===== src/rtl/pob_pkg.sv =====
// ----------------------------------------------------------------------------
// pob_pkg: shared types and helpers for the palette overlay pixel blender
// Command codes, palette entry layouts and the 565 pack function.
// ----------------------------------------------------------------------------
package pob_pkg;

    localparam int MAIN_ENTRIES_DEFAULT    = 16;
    localparam int OVERLAY_ENTRIES_DEFAULT = 16;

    localparam int CMD_W   = 2;
    localparam int INDEX_W = 4;
    localparam int CHAN_W  = 8;
    localparam int SHIFT_W = 4;
    localparam int SUM_W   = 9;
    localparam int PIXEL_W = 16;

    localparam logic [CMD_W-1:0] CMD_CONVERT   = 2'd0;
    localparam logic [CMD_W-1:0] CMD_LOAD_MAIN = 2'd1;
    localparam logic [CMD_W-1:0] CMD_LOAD_OVL  = 2'd2;

    typedef struct packed {
        logic [CHAN_W-1:0] r;
        logic [CHAN_W-1:0] g;
        logic [CHAN_W-1:0] b;
    } main_entry_t;

    typedef struct packed {
        logic [SHIFT_W-1:0] shift;
        logic [CHAN_W-1:0]  r;
        logic [CHAN_W-1:0]  g;
        logic [CHAN_W-1:0]  b;
    } ovl_entry_t;

    localparam int MAIN_W = $bits(main_entry_t);
    localparam int OVL_W  = $bits(ovl_entry_t);

    // red carry bit drops off the top, green and blue carries spill upward
    function automatic logic [PIXEL_W-1:0] pack565(
        input logic [SUM_W-1:0] r,
        input logic [SUM_W-1:0] g,
        input logic [SUM_W-1:0] b
    );
        logic [PIXEL_W-1:0] v;
        begin
            v = {r[7:3], 11'b0} | {4'b0, g[8:2], 5'b0} | {10'b0, b[8:3]};
            return v;
        end
    endfunction

endpackage


===== src/rtl/pob_palette_ram.sv =====
// ----------------------------------------------------------------------------
// pob_palette_ram: palette storage
// One write port and one read port with registered read data.
// ----------------------------------------------------------------------------
module pob_palette_ram #(
    parameter int DEPTH = 16,
    parameter int WIDTH = 24
) (
    input  logic                     clk,
    input  logic                     we,
    input  logic [$clog2(DEPTH)-1:0] waddr,
    input  logic [WIDTH-1:0]         wdata,
    input  logic                     re,
    input  logic [$clog2(DEPTH)-1:0] raddr,
    output logic [WIDTH-1:0]         rdata
);

    logic [WIDTH-1:0] mem [DEPTH];
    logic [WIDTH-1:0] rdata_reg;

    always_ff @(posedge clk)
    begin
        if (we)
        begin
            mem[waddr] <= wdata;
        end
    end

    always_ff @(posedge clk)
    begin
        if (re)
        begin
            rdata_reg <= mem[raddr];
        end
    end

    assign rdata = rdata_reg;

endmodule


===== src/rtl/pob_blend.sv =====
// ----------------------------------------------------------------------------
// pob_blend: overlay blend and 565 pack
// Shifts main channels and adds the overlay color when enabled, then packs the result.
// ----------------------------------------------------------------------------
module pob_blend (
    input  pob_pkg::main_entry_t          main_entry,
    input  pob_pkg::ovl_entry_t           ovl_entry,
    input  logic                          overlay_enable,
    output logic [pob_pkg::PIXEL_W-1:0]   pixel
);

    logic [pob_pkg::CHAN_W-1:0] r_sh;
    logic [pob_pkg::CHAN_W-1:0] g_sh;
    logic [pob_pkg::CHAN_W-1:0] b_sh;
    logic [pob_pkg::SUM_W-1:0]  r_sum;
    logic [pob_pkg::SUM_W-1:0]  g_sum;
    logic [pob_pkg::SUM_W-1:0]  b_sum;

    always_comb
    begin
        // shifts of eight and above clear the channel
        if (ovl_entry.shift[3])
        begin
            r_sh = '0;
            g_sh = '0;
            b_sh = '0;
        end
        else
        begin
            r_sh = main_entry.r >> ovl_entry.shift[2:0];
            g_sh = main_entry.g >> ovl_entry.shift[2:0];
            b_sh = main_entry.b >> ovl_entry.shift[2:0];
        end

        if (overlay_enable)
        begin
            r_sum = {1'b0, r_sh} + {1'b0, ovl_entry.r};
            g_sum = {1'b0, g_sh} + {1'b0, ovl_entry.g};
            b_sum = {1'b0, b_sh} + {1'b0, ovl_entry.b};
        end
        else
        begin
            r_sum = {1'b0, main_entry.r};
            g_sum = {1'b0, main_entry.g};
            b_sum = {1'b0, main_entry.b};
        end

        pixel = pob_pkg::pack565(r_sum, g_sum, b_sum);
    end

endmodule


===== src/rtl/palette_overlay_pixel_blender.sv =====
// ----------------------------------------------------------------------------
// palette_overlay_pixel_blender: indexed pixel to 565 converter
// Palette lookup with optional shifted overlay blend.
// ----------------------------------------------------------------------------
// Usage:
//   Input channel (in_valid/in_ready) carries one request per accept: convert
//   a pixel (command 0), load a main palette entry (1) or load an overlay
//   palette entry (2). Command 3 is dropped. Loads write the palette at the
//   accept edge and give no result.
//   Output channel (out_valid/out_ready) carries pixel_565, one per convert.
//   cfg_write/cfg_data set overlay_enable; write it only while idle.
// Timing:
//   The palette read ports register the entries at the accept edge, then
//   blend and pack feed the output register, which raises out_valid.
//   One request is taken per cycle while the output is not stalled.
// Reset clears the pipeline valids and overlay_enable; palette contents are
// undefined until loaded.
// When the receiver stalls, the output register holds, the read stage fills,
// and in_ready drops until out_ready returns.
// ----------------------------------------------------------------------------
module palette_overlay_pixel_blender #(
    parameter int MAIN_ENTRIES    = pob_pkg::MAIN_ENTRIES_DEFAULT,
    parameter int OVERLAY_ENTRIES = pob_pkg::OVERLAY_ENTRIES_DEFAULT
) (
    input  logic                          clk,
    input  logic                          rst_n,
    input  logic                          cfg_write,
    input  logic                          cfg_data,
    input  logic                          in_valid,
    output logic                          in_ready,
    input  logic [pob_pkg::CMD_W-1:0]     command,
    input  logic [pob_pkg::INDEX_W-1:0]   pixel_index,
    input  logic [pob_pkg::INDEX_W-1:0]   overlay_index,
    input  logic [pob_pkg::CHAN_W-1:0]    red,
    input  logic [pob_pkg::CHAN_W-1:0]    green,
    input  logic [pob_pkg::CHAN_W-1:0]    blue,
    input  logic [pob_pkg::SHIFT_W-1:0]   shift_amount,
    output logic                          out_valid,
    input  logic                          out_ready,
    output logic [pob_pkg::PIXEL_W-1:0]   pixel_565
);

    localparam int MAIN_AW = $clog2(MAIN_ENTRIES);
    localparam int OVL_AW  = $clog2(OVERLAY_ENTRIES);
    localparam int IDX_VALS = 2 ** pob_pkg::INDEX_W;

    logic                         overlay_enable_reg;
    logic                         valid_a_reg;
    logic                         out_valid_reg;
    logic [pob_pkg::PIXEL_W-1:0]  pixel_reg;
    logic [pob_pkg::PIXEL_W-1:0]  pixel_next;

    logic                         in_accept;
    logic                         advance_a;
    logic                         is_convert;
    logic [MAIN_AW-1:0]           main_addr;
    logic [OVL_AW-1:0]            ovl_addr;
    pob_pkg::main_entry_t         main_wdata;
    pob_pkg::ovl_entry_t          ovl_wdata;
    pob_pkg::main_entry_t         main_rdata;
    pob_pkg::ovl_entry_t          ovl_rdata;

    assign advance_a  = !out_valid_reg || out_ready;
    assign in_ready   = !valid_a_reg || advance_a;
    assign in_accept  = in_valid && in_ready;
    assign is_convert = (command == pob_pkg::CMD_CONVERT);

    // index wrap by palette size, as a small constant table
    always_comb
    begin
        main_addr = '0;
        ovl_addr  = '0;
        for (int i = 0; i < IDX_VALS; i++)
        begin
            if (pixel_index == pob_pkg::INDEX_W'(i))
            begin
                main_addr = MAIN_AW'(i % MAIN_ENTRIES);
            end
            if (overlay_index == pob_pkg::INDEX_W'(i))
            begin
                ovl_addr = OVL_AW'(i % OVERLAY_ENTRIES);
            end
        end
    end

    always_comb
    begin
        main_wdata.r     = red;
        main_wdata.g     = green;
        main_wdata.b     = blue;
        ovl_wdata.shift  = shift_amount;
        ovl_wdata.r      = red;
        ovl_wdata.g      = green;
        ovl_wdata.b      = blue;
    end

    pob_palette_ram #(
        .DEPTH (MAIN_ENTRIES),
        .WIDTH (pob_pkg::MAIN_W)
    ) u_main_ram (
        .clk   (clk),
        .we    (in_accept && (command == pob_pkg::CMD_LOAD_MAIN)),
        .waddr (main_addr),
        .wdata (main_wdata),
        .re    (in_accept && is_convert),
        .raddr (main_addr),
        .rdata (main_rdata)
    );

    pob_palette_ram #(
        .DEPTH (OVERLAY_ENTRIES),
        .WIDTH (pob_pkg::OVL_W)
    ) u_ovl_ram (
        .clk   (clk),
        .we    (in_accept && (command == pob_pkg::CMD_LOAD_OVL)),
        .waddr (ovl_addr),
        .wdata (ovl_wdata),
        .re    (in_accept && is_convert),
        .raddr (ovl_addr),
        .rdata (ovl_rdata)
    );

    pob_blend u_blend (
        .main_entry     (main_rdata),
        .ovl_entry      (ovl_rdata),
        .overlay_enable (overlay_enable_reg),
        .pixel          (pixel_next)
    );

    always_ff @(posedge clk or negedge rst_n)
    begin
        if (!rst_n)
        begin
            overlay_enable_reg <= 1'b0;
        end
        else if (cfg_write)
        begin
            overlay_enable_reg <= cfg_data;
        end
    end

    always_ff @(posedge clk or negedge rst_n)
    begin
        if (!rst_n)
        begin
            valid_a_reg   <= 1'b0;
            out_valid_reg <= 1'b0;
        end
        else
        begin
            if (in_ready)
            begin
                valid_a_reg <= in_accept && is_convert;
            end
            if (advance_a)
            begin
                out_valid_reg <= valid_a_reg;
            end
        end
    end

    always_ff @(posedge clk)
    begin
        if (advance_a && valid_a_reg)
        begin
            pixel_reg <= pixel_next;
        end
    end

    assign out_valid = out_valid_reg;
    assign pixel_565 = pixel_reg;

`ifndef SYNTH
    // a load request never occupies the read stage
    a_load_no_stage: assert property (@(posedge clk) disable iff (!rst_n)
        in_accept |=> (valid_a_reg == $past(is_convert)))
    else $error("read stage valid does not follow accepted command");

    // read stage moves to the output whenever the output is free
    a_stage_advance: assert property (@(posedge clk) disable iff (!rst_n)
        (valid_a_reg && advance_a) |=> out_valid_reg)
    else $error("read stage result lost");

    // no request taken while both stages are full and stalled
    a_ready_full: assert property (@(posedge clk) disable iff (!rst_n)
        (valid_a_reg && out_valid_reg && !out_ready) |-> !in_ready)
    else $error("request accepted into a full pipeline");

    // a stalled read stage keeps its request
    a_stage_hold: assert property (@(posedge clk) disable iff (!rst_n)
        (valid_a_reg && !advance_a) |=> valid_a_reg)
    else $error("stalled read stage dropped its request");
`endif

endmodule


===== config.mk =====
export PLATFORM = sky130hd
export DESIGN_NAME = palette_overlay_pixel_blender
export DESIGN_NICKNAME = d
export VERILOG_FILES = /design/src/rtl/pob_pkg.sv /design/src/rtl/pob_palette_ram.sv /design/src/rtl/pob_blend.sv /design/src/rtl/palette_overlay_pixel_blender.sv
export SDC_FILE = /design/constraint.sdc
export NUM_CORES = 1
export LEC_CHECK = 0
export BUFFER_PORTS_ARGS = -buffer_cell sky130_fd_sc_hd__buf_2
export CAP_MARGIN = 25
export CORE_MARGIN = 4
export CORE_UTILIZATION = 56
export CTS_CLUSTER_DIAMETER = 30
export DETAILED_ROUTE_END_ITERATION = 8
export PLACE_DENSITY = 0.8
export SYNTH_ARGS = -nofsm -noshare
export SYNTH_HDL_FRONTEND = slang
export SYNTH_SLANG_ARGS = --single-unit

===== constraint.sdc =====
create_clock -name clk -period 4.3 [get_ports clk]
set_input_delay 0.86 -clock clk [delete_from_list [all_inputs] [get_ports clk]]
set_output_delay 0.86 -clock clk [all_outputs]
set_load 0.02 [all_outputs]

==> impl_metrics.tcl, run 1 <==
set metrics [dict create \
    status "completed" \
    syn_area_per_cell_um2 23.2 \
    crit_type "flop to flop" \
    coreArea_um2 61900 \
    vias 17651 \
    required_ns 4.76 \
    die_w_um 259 \
    min_to "overlay_enable_reg$_DFFE_PN0P_" \
    grt_use_total 0.268 \
    slew_viol_final 0 \
    die_y_um 259 \
    clock-sinks 903 \
    drc 0 \
    std_cell_rows 91 \
    crit_path_end_kind "flop" \
    syn_inst 1519 \
    r2r_setup_slack_ns 0.60 \
    final_util 0.677 \
    antenna_found_initial 0 \
    grt_pass1_vias 18674 \
    worst_hold_slack_ns 0.347 \
    min_period_over_period 0.860 \
    synth_most_common_cell "edfxtp_1" \
    min_path_cells 2 \
    clock.fmax_mhz 270 \
    post_drt_wl_per_cell_um 32.5 \
    min-delay-start "cfg_write" \
    largest_register_ff_count 448 \
    clock_skew_ns 0.0251 \
    yosys.area.top_type "edfxtp_1" \
    worst-path-max-fanout 15 \
    netlist.area_leader.share 0.767 \
    wl_met1_um 31700 \
    syn2layout_area_growth_pct 19.1 \
    yosysWarnings 0 \
    wl_um 87000 \
    synth_commonest_cells "edfxtp_1, mux4_2, nor2_1" \
    postCtsSetupRepairBufs 0 \
    worst-slew-pin-transition_ns 1.05 \
    ys_types 53 \
    dieArea_um2 67000 \
    first_pass_iters 5 \
    start_util 0.569 \
    synth_area_leaders "edfxtp_1, mux4_2, ha_1, nor2_1, mux2_2" \
    ios 62 \
    rr_worst_depth 11 \
    clk_pin_slew_ns 0.06 \
    routed-wl-met3_um 8070 \
    hold_viol 0 \
    root_buffer "clkbuf_16" \
    hpwl_um 45600 \
    numCtsBuffers 142 \
    synth_fp_nets 1583 \
    power.leakage_nw 13.6 \
    clock_latency_ns 0.73 \
    power_density_nw_per_um2 527 \
    viasPerCell 6.58 \
    ys_seq_elements 903 \
    clockBufferDepth 3 \
    final_antenna_net_count 0 \
    grt_first_pass_wirelength_um 128000 \
    port_buffers 61 \
    relSlewSlack 0.303 \
    timing.final.crit_period_ns 3.70 \
    grt_start_max_net_pins 62 \
    grt_remaining_overflow 0 \
    wl_met2_um 44100 \
    synth_flop_cell "edfxtp_1" \
    timing.rr.start "u_ovl_ram.rdata[26]$_DFFE_PP_" \
    synthArstFlopShare 0.00332 \
    htree_levels 4 \
    gp_congestion 0.862 \
    hold_buffers 1 \
    cp.arrival_ns 4.16 \
    cts_tree "yes" \
    cap_violations 0 \
    drive_gt1_frac 0.370 \
    drtIter0Drc 2401 \
    layout.nets 1789 \
    setup_viol 0 \
    synth_edf_count 900 \
    setup_tns_ns 0 \
    rsz0062_at_grt "false" \
    yosysSeqAreaShare 0.769 \
    post_cts_resized 0 \
    n_antenna_cell 0 \
    worstSetupStartpointType "flop" \
    topRoutingLayerUsed "met4" \
    hold_path_class "input port to flop" \
    r2r-end "pixel_565[11]$_DFFE_PP_" \
    syn_area_um2 35200 \
    vdd_drop_max_mv 0.401 \
]
[worst max-delay path by stage]
stage / end / slack, ns / depth (start not counted) / from
3_3_place_gp: pixel_565[4]$_DFFE_PP_ / 0.74 / 13 / u_ovl_ram.rdata[25]$_DFFE_PP_
4_1_cts: pixel_565[4]$_DFFE_PP_ / 0.66 / 13 / u_ovl_ram.rdata[25]$_DFFE_PP_
5_1_grt: pixel_565[11]$_DFFE_PP_ / 0.32 / 11 / u_ovl_ram.rdata[26]$_DFFE_PP_
2_1_floorplan: u_ovl_ram.mem[0][0]$_DFFE_PP_ / 0.004 / 5 / overlay_index[0]
3_5_place_dp: pixel_565[4]$_DFFE_PP_ / 0.72 / 13 / u_ovl_ram.rdata[25]$_DFFE_PP_
6_report: pixel_565[11]$_DFFE_PP_ / 0.60 / 11 / u_ovl_ram.rdata[26]$_DFFE_PP_
[kinds of logic (layout without fill, tap and decap cells)]
family | count (synthesis) | in the layout | share of synthesized area
fa+ha+maj | 20 | 20 | 0.00710
flops | 903 | 903 | 0.769
mux | 290 | 290 | 0.176
buf+inv | 77 | 402 | 0.00892
xor+xnor | 8 | 8 | 0.00199
simple gates | 137 | 137 | 0.0196
compound gates | 84 | 84 | 0.0166
[critical path, cell delays in order, from the launching register on]
cell,delay (ns)
edfxtp_1,0.71
clkinv_1,0.45
o211ai_1,0.22
o21a_1,0.15
nor2_1,0.04
ha_1,0.30
nand4b_1,0.11
a221oi_1,0.50
a21o_1,0.38
nor2_1,0.10
nor4b_1,0.33
a21oi_1,0.12
[metrics by stage]
step / total power, mW / area [um^2] / setup WS (ns) / cells
after floorplan: 10.5 / 35200 / 0.00438 / 1519
after global placement: 10.8 / 37100 / 0.737 / 2416
after detailed placement: 10.9 / 37100 / 0.721 / 2416
after CTS: 22.2 / 41900 / 0.659 / 2680
after global routing: 22.7 / 42000 / 0.321 / 2681
final: 22.1 / 42000 / 0.600 / 2681
[layout make-up]
cell class / instances / area (um^2)
sequential: 903 / 27100
fill: 3653 / 20000
multi-input combinational: 539 / 7990
clock buffer: 157 / 3670
clock inverter: 106 / 1130
tap: 837 / 1050
timing repair buffer: 135 / 1000
inverter: 4 / 15.0
[cell usage in the layout, fill, tap and decap left out, drive strengths merged, types with 5 or more instances in the layout]
cell	instances
mux2	14
edfxtp	900
clkinv	52
a21o	8
nand4b	7
clkinvlp	19
a21oi	20
nand2	22
buf	134
o211ai	8
mux2i	13
clkbuf	157
inv	24
o21ai	9
nor3	16
nor2	46
o21a	6
xnor2	5
ha	20
nand2b	8
a211oi	11
bufinv	15
nand3	5
nor2b	8
mux4	263
[per-layer routing]
metal | vias to the layer above | GRT usage
met3 | 198 | 0.0657
met2 | 1139 | 0.429
li1 | 7011 | -
met4 | 0 | 0.112
met5 | - | 0
met1 | 9303 | 0.359
[power breakdown]
part	switching, mW	total, mW	leakage [nW]	internal [mW]
combinational	0.523	0.892	3.15	0.369
sequential	0.0474	9.84	8.15	9.80
clock	4.22	11.4	2.30	7.16
(Power assumes the default switching activity.)
==> run 2: changes to the inputs <==
- CTS_CLUSTER_SIZE: not set -> 24
- SYNTH_HIERARCHICAL: not set -> 1
==> impl_metrics.tcl, run 2 <==
set metrics [dict create \
    start_util 0.569 \
    std_cell_rows 91 \
    grt_pass1_vias 19079 \
    synth_commonest_cells "edfxtp_1, mux4_2, a22oi_1" \
    final_cell_mix "edfxtp_1, mux4_2, clkbuf_16" \
    drc 0 \
    worst-slew-pin-transition_ns 0.995 \
    routed-wl-met3_um 9300 \
    hold_viol 0 \
    intPower_mw 17.1 \
    synth_top_family_by_area "multiplexers" \
    die_y_um 259 \
    clk_pin_slew_ns 0.06 \
    power.clock.fraction 0.509 \
    cts_tree "yes" \
    syn_area_per_cell_um2 21.5 \
    synthArstFlopShare 0.00332 \
    layout_commonest_cell "edfxtp_1" \
    coreArea_um2 62100 \
    setup_tns_ns 0 \
    crit_path_end_kind "flop" \
    drive_gt1_frac 0.319 \
    setup_viol 0 \
    viasPerCell 6.66 \
    numCtsBuffers 139 \
    yosys.area.top_type "edfxtp_1" \
    worst_hold_slack_ns 0.404 \
    vdd_drop_max_mv 0.401 \
    final_util 0.671 \
    synth_most_common_cell "edfxtp_1" \
    layout.nets 1892 \
    power.leakage_nw 13.7 \
    vias 18463 \
    syn_inst 1646 \
    slew_viol_final 0 \
    synth_area_leaders "edfxtp_1, mux4_2, a22oi_1, mux4_1, nand2_1" \
    worstSetupStartpointType "flop" \
    power_density_nw_per_um2 525 \
    hold_path_class "input port to flop" \
    p_sw_mw 4.73 \
    grt_first_pass_wirelength_um 130000 \
    status "completed" \
    crit_type "flop to flop" \
    switching_share 0.216 \
    htree_levels 4 \
    rsz0062_at_grt "false" \
    die_w_um 259 \
    clockBufferDepth 3 \
    grt_remaining_overflow 0 \
    grt_start_max_net_pins 74 \
    placedInstanceArea_um2 37000 \
    topRoutingLayerUsed "met4" \
    post_cts_resized 0 \
    clock_skew_ns 0.0265 \
    muxShareOfSynthArea 0.143 \
    synthXorXnorAreaFrac 0.00149 \
    synth_fp_nets 1710 \
    synth_edf_count 900 \
    synth_compound_area_frac 0.0371 \
    dieArea_um2 67200 \
    n_antenna_cell 0 \
    root_buffer "clkbuf_16" \
    largest_register_ff_count 448 \
    yosys.area_share.simple 0.0285 \
    timing.final.crit_period_ns 3.81 \
    yosysWarnings 6 \
    combPwrFrac 0.041 \
    ios 62 \
    seqPwrFrac 0.450 \
    antenna_found_initial 0 \
    drtIter0Drc 2523 \
    worst-path-max-fanout 33 \
    ys_seq_elements 903 \
    clock.fmax_mhz 263 \
    wl_um 89000 \
    synth_flop_cell "edfxtp_1" \
    cp.arrival_ns 4.25 \
    design_area_um2 41700 \
    syn2layout_area_growth_pct 17.9 \
    wl_met2_um 44500 \
    required_ns 4.75 \
    synth-adder-area-share 0.00708 \
    cap_violations 0 \
    port_buffers 61 \
    grt_use_total 0.269 \
    wl_met1_um 32000 \
    gp_congestion 0.878 \
    hpwl_um 47000 \
    syn_area_um2 35300 \
    yosysSeqAreaShare 0.767 \
    post_drt_wl_per_cell_um 32.1 \
    min_period_over_period 0.886 \
    relSlewSlack 0.336 \
    final_antenna_net_count 0 \
    netlist.area_leader.share 0.765 \
    first_pass_iters 8 \
    clock_latency_ns 0.72 \
    ys_types 61 \
    clock-sinks 903 \
]
## run 2: changes by cell type in the layout (fill, tap and decap cells not counted), sizes merged, moves of 6 or more
cell    delta
a211oi     -6
inv        +6
nand4b     -6
a22oi    +103
mux4      -55
buf        -6
nand2     +57
o21ai      +7
clkinv    -16
## run 2: final cells by class
cell class	count	area, um^2
clock buffers	153	3570
clock inverters	96	1060
fillers	3631	20400
inverters	6	22.5
multi-input cells	649	7860
flip-flops and latches	903	27100
well taps	837	1050
repair buffers	129	1010
## run 2: path summary, 6_finish.rpt
| check | start | depth (start not counted) | end | slack (ns) |
|---|---|---|---|---|
| setup / recovery | u_ovl_ram/rdata[25]$_DFFE_PP_ | 11 | pixel_565[3]$_DFFE_PP_ | 0.49 |
| hold / removal | cfg_data | 2 | overlay_enable_reg$_DFFE_PN0P_ | 0.40 |
| setup reg to reg | u_ovl_ram/rdata[25]$_DFFE_PP_ | 11 | pixel_565[3]$_DFFE_PP_ | 0.49 |
| hold reg to reg | valid_a_reg$_DFFE_PN0N_ | 1 | out_valid$_DFFE_PN0P_ | 0.55 |
| max in group asynchronous | rst_n | 2 | out_valid$_DFFE_PN0P_ | 3.52 |
| min in group asynchronous | rst_n | 2 | overlay_enable_reg$_DFFE_PN0P_ | 0.57 |
## run 2: repair_timing
item / in CTS / in global routing
endpoints found under the hold margin: 3 / 0
buffers inserted: 0 / 0
hold buffers: 1 / 0
## run 2: layer usage
| layer | up-vias | track usage |
|---|---|---|
| li1 | 7345 | - |
| met1 | 9643 | 0.362 |
| met2 | 1272 | 0.438 |
| met3 | 203 | 0.0623 |
| met4 | 0 | 0.102 |
| met5 | - | 0 |
## run 2: cells by family after synthesis
logic type | Yosys count
AND/OR/NAND/NOR | 206
adder cells (fa/ha/maj) | 20
AO/OA/AOI/OAI | 181
flip-flops | 903
buffers and inverters | 94
XOR/XNOR | 6
multiplexers | 236
## run 2: metrics by stage
| step | std cells | worst slack [ns] | total power, mW |
|---|---|---|---|
| finish | 2773 | 0.491 | 21.9 |
| global route | 2773 | 0.307 | 22.5 |
| CTS | 2772 | 0.585 | 22.0 |
| detailed placement | 2522 | 0.754 | 10.9 |
| global placement | 2522 | 0.807 | 10.8 |
| floorplan | 1646 | 0.152 | 10.5 |
## run 2: worst max-delay path: stages, from the launching register on
cell	delay (ns)
edfxtp_1	1.00
nor2b_1	0.37
a21oi_1	0.14
o21a_1	0.18
nor2_1	0.11
ha_1	0.15
and4b_1	0.23
o2111ai_1	0.15
o311ai_1	0.54
a21oi_1	0.20
xnor2_1	0.17
mux2_2	0.28
## run 2: power groups by stage
| stage | clock, mW | combinational, mW | sequential (mW) |
|---|---|---|---|
| 6_report | 11.1 | 0.900 | 9.85 |
| 3_3_place_gp | 0 | 0.836 | 10.0 |
| 3_5_place_dp | 0 | 0.867 | 10.0 |
| 2_1_floorplan | 0 | 0.538 | 10.0 |
| 5_1_grt | 11.7 | 0.959 | 9.85 |
| 4_1_cts | 11.2 | 0.891 | 9.85 |
